--- src/rtl/core/nesterov_momentum_update_assert.svh ---
// Assertion macros used by nesterov_momentum_update.sv.
// Each macro expects clk_i and rst_ni to be visible where it is used.
`ifndef NESTEROV_MOMENTUM_UPDATE_ASSERT_SVH
`define NESTEROV_MOMENTUM_UPDATE_ASSERT_SVH

// Same-cycle implication.
`define NMU_ASSERT_IMP(lbl, ante, cons, msg) \
  lbl: assert property (@(posedge clk_i) disable iff (!rst_ni) (ante) |-> (cons)) \
    else $error(msg);

// Next-cycle implication.
`define NMU_ASSERT_NXT(lbl, ante, cons, msg) \
  lbl: assert property (@(posedge clk_i) disable iff (!rst_ni) (ante) |=> (cons)) \
    else $error(msg);

`endif

--- src/rtl/core/nmu_pkg.sv ---
package nmu_pkg;

  localparam int IDX_W     = 12;
  localparam int VAL_W     = 32;
  localparam int CFG_W     = 16;
  localparam int CFG_IDX_W = 2;

  localparam int MUL_A_W = 18;
  localparam int MUL_P_W = MUL_A_W + VAL_W;
  localparam int ACC_W   = 52;
  localparam int RND_W   = ACC_W - 16;
  localparam int SAT_W   = 40;

  localparam logic [CFG_W-1:0] LR_RESET  = 16'd6554;
  localparam logic [CFG_W-1:0] RHO_RESET = 16'd58982;

  // One in Q1.16, added to rho for the (1 + rho) factor.
  localparam logic [CFG_W:0] ONE_Q16 = 17'h10000;

  // Half an LSB of Q8.24 when the value is held in Q.40.
  localparam logic signed [ACC_W-1:0] RND_HALF = 52'sd32768;

  localparam logic CMD_UPDATE = 1'b0;
  localparam logic CMD_LOAD   = 1'b1;

  typedef enum logic [CFG_IDX_W-1:0] {
    CFG_STEP_SIZE      = 2'd0,
    CFG_MOMENTUM_DECAY = 2'd1
  } cfg_idx_e;

  typedef struct packed {
    logic                      en;
    logic signed [MUL_A_W-1:0] a;
    logic signed [VAL_W-1:0]   b;
  } mul_req_t;

  function automatic logic signed [VAL_W-1:0] sat32(input logic signed [SAT_W-1:0] x);
    logic signed [VAL_W-1:0] r;
    if (x > 40'sd2147483647) begin
      r = 32'sh7FFFFFFF;
    end else if (x < -40'sd2147483648) begin
      r = 32'sh80000000;
    end else begin
      r = x[VAL_W-1:0];
    end
    return r;
  endfunction

endpackage

--- src/rtl/core/nmu_mul.sv ---
module nmu_mul (
  input  logic                                 clk_i,
  input  nmu_pkg::mul_req_t                    req_i,
  output logic signed [nmu_pkg::MUL_P_W-1:0]   prod_o
);

  // Signed 18 x 32 multiply with the product registered.
  always_ff @(posedge clk_i) begin
    if (req_i.en) begin
      prod_o <= req_i.a * req_i.b;
    end
  end

endmodule

--- config.mk ---
export PLATFORM = sky130hd
export DESIGN_NAME = nmu_mul
export DESIGN_NICKNAME = d
export VERILOG_FILES = /design/src/rtl/core/nesterov_momentum_update_assert.svh /design/src/rtl/core/nmu_pkg.sv /design/src/rtl/core/nmu_mul.sv
export SDC_FILE = /design/constraint.sdc
export NUM_CORES = 2
export LEC_CHECK = 0
export BUFFER_PORTS_ARGS = -buffer_cell sky130_fd_sc_hd__buf_2
export CORE_MARGIN = 4
export CORE_UTILIZATION = 35
export CTS_CLUSTER_DIAMETER = 50
export DETAILED_ROUTE_END_ITERATION = 8
export PLACE_DENSITY = 0.53
export REMOVE_ABC_BUFFERS = 1
export SETUP_SLACK_MARGIN = 0.05
export SYNTH_ARGS = -nofsm -noshare
export SYNTH_HDL_FRONTEND = slang
export SYNTH_SLANG_ARGS = --single-unit
export TNS_END_PERCENT = 1
--- constraint.sdc ---
create_clock -name clk_i -period 8.05 [get_ports clk_i]
set_input_delay 0.4025 -clock clk_i [delete_from_list [all_inputs] [get_ports clk_i]]
set_output_delay 0.4025 -clock clk_i [all_outputs]
set_load 0.02 [all_outputs]
==> reports/results.txt <==
Std-Cell Core Area - 60400 um^2
worst hold path class - in -> reg
yosys warns - 0
die height - 255 um
initial antenna violation count - 1
Die Footprint - 65000 um^2
Remaining DRCs - 0
clk slew on worst S/H paths - 0.08 ns
DP Area - 22500 um^2
Syn Inst Count - 2303
final hold viol count - 0
fill count - 6193
GR Util All Layers - 19.0%
Synth area leaders - fa_1, inv_1, ha_1
post-CTS sizing - 0
placed cell count - 3089
critical path class - in -> reg
CP startpoint kind - input pin
unrepaired setup endpoints after global routing - false
cell taking the most area after synthesis - fa_1
Yosys cell types - 52
Final setup violation count - 0
nets - 3040
vias per cell - 4.88
Most flops, register - prod_o
slowest CP cell - buf_2
Worst Setup SP - req_i[35]
Crit path top cell by count - fa_1
Chip Width - 255 um
DR vias - 15100
share of layout cells above drive strength 1 - 5.53%
post-route ant nets - 0
final WL - 58500 um
Worst Path Max Fanout - 32
Post-CTS Setup Inserts - 0
Initial Util - 35.4%
root buf cell - clkbuf_16
number of buffers added on ports - 101
WP data required - 8.07 ns
router iterations before antenna repair - 5
final instance area - 22700 um^2
Top Registers - prod_o (50)
most common cell after layout, fill and taps aside - inv_1
most frequent cells in the layout - inv_1, fa_1, nand2_1
CP Capture Type - flop
clock sink total - 50
first-pass GRT wire length - 95500 um
worst-path cell chain - buf_2 > nand2_1 > fa_1 > fa_1 > fa_1 > inv_1 > fa_1 > fa_1 > inv_1 > fa_1 > inv_1 > ha_1 > a211oi_1 > nand2_1 > nor3b_1 > a21oi_1 > a21oi_1 > o21ai_1 > a2111oi_0 > nor3_1
Non-Filler Instances - 3097
Worst Tran Pin Value - 0.942 ns
Post-synth EDFFs - 50
CTS tree - yes
num ports - 102
DP Wirelength - 46200 um
Final min period - 6.93 ns
Slew Limit Fails - 0
H-tree levels - 2
# diodes - 0
max reg flops - 50
post-DR wirelength/cell - 18.9 um
1st-iter DRT viols - 680
Critical Path AT - 6.95 ns
post-synthesis sequential area ratio - 7.03%
Async SR Flop Fraction - 0%
hold_sp - req_i[50]
grt ovf - 0
fmax - 144 MHz
final design utilization - 37.5%
vias in the first global route - 17600
Clock Tree Buf Depth - 2
total CTS buffers - 5
Netlist Area Pre-Place - 21400 um^2
top cell type's share of synthesized area - 51.9%
Core Rows - 90
Tcrit/Tclk final - 86.0%
status - finished clean
hold_buf cts - 0
Post-Syn Area per Cell - 9.27 um^2
Top FF cell, synth - edfxtp_1
area grow syn2layout - 6.13%
largest stage delay on the critical path - 0.68 ns
largest net degree at the start of global routing - 51
relative slew slack - 37.2%
routability congestion estimate - 0.826
max_cap viols - 0
setup_tns - 0 ns
Yosys reg bits - 50
==> worst max-delay path: cells and delay by family <==
kind,cells,cell delay (ns)
compound gates,5,1.35
simple gates,4,0.84
buf+inv,4,0.85
fa+ha+maj,7,3.48
==> worst paths after layout <==
path	cells past startpoint	slack, ns	to
worst max-delay path	20	1.12	prod_o[31]
worst min-delay path	2	0.77	prod_o[11]
==> Yosys cell counts (13+ instances only) <==
cell type / count
xnor2_1: 33
inv_1: 619
clkbuf_1: 102
fa_1: 553
nand2_1: 344
and2_1: 231
a21oi_1: 48
a21o_1: 22
nor2_1: 38
edfxtp_1: 50
ha_1: 121
o21ai_0: 17
xor2_1: 15
nand3_1: 13
==> cells by family (layout without fill, tap and decap cells) <==
group	after synthesis	in the layout	synth area share (%)
simple gates	667	667	15.0
flops	50	50	7.03
fa+ha+maj	674	674	58.9
xor+xnor	48	48	1.97
buf+inv	727	739	12.8
compound gates	137	137	4.25
==> layout make-up <==
cell class	count	area (um^2)	share of cell area, %
clock buffers	5	125	0.552
clock inverters	3	28.8	0.127
inverters	620	2330	10.3
multi-input cells	1526	17100	75.5
flip-flops and latches	50	1500	6.63
well taps	782	978	4.32
repair buffers	111	581	2.56
==> through the flow <==
stage / hold slack (ns) / setup WS (ns)
after floorplan: 0.515 / 2.05
after global placement: 0.853 / 0.844
after detailed placement: 0.856 / 0.861
after CTS: 0.788 / 1.16
after global routing: 0.801 / 0.828
final: 0.769 / 1.12
==> routing by layer <==
metal  GRT usage, %  up-vias  share of wire (%)
met4           5.88        0                3.5
li1               -     6621                  -
met1           22.7     7952                 39
met3           2.60      110                4.8
met2           35.5      418                 53
met5              0        -                  0
Power is left out: the tool's default activity adds up to more than one toggle a clock period on the data nets, which glitch-free logic cannot reach.
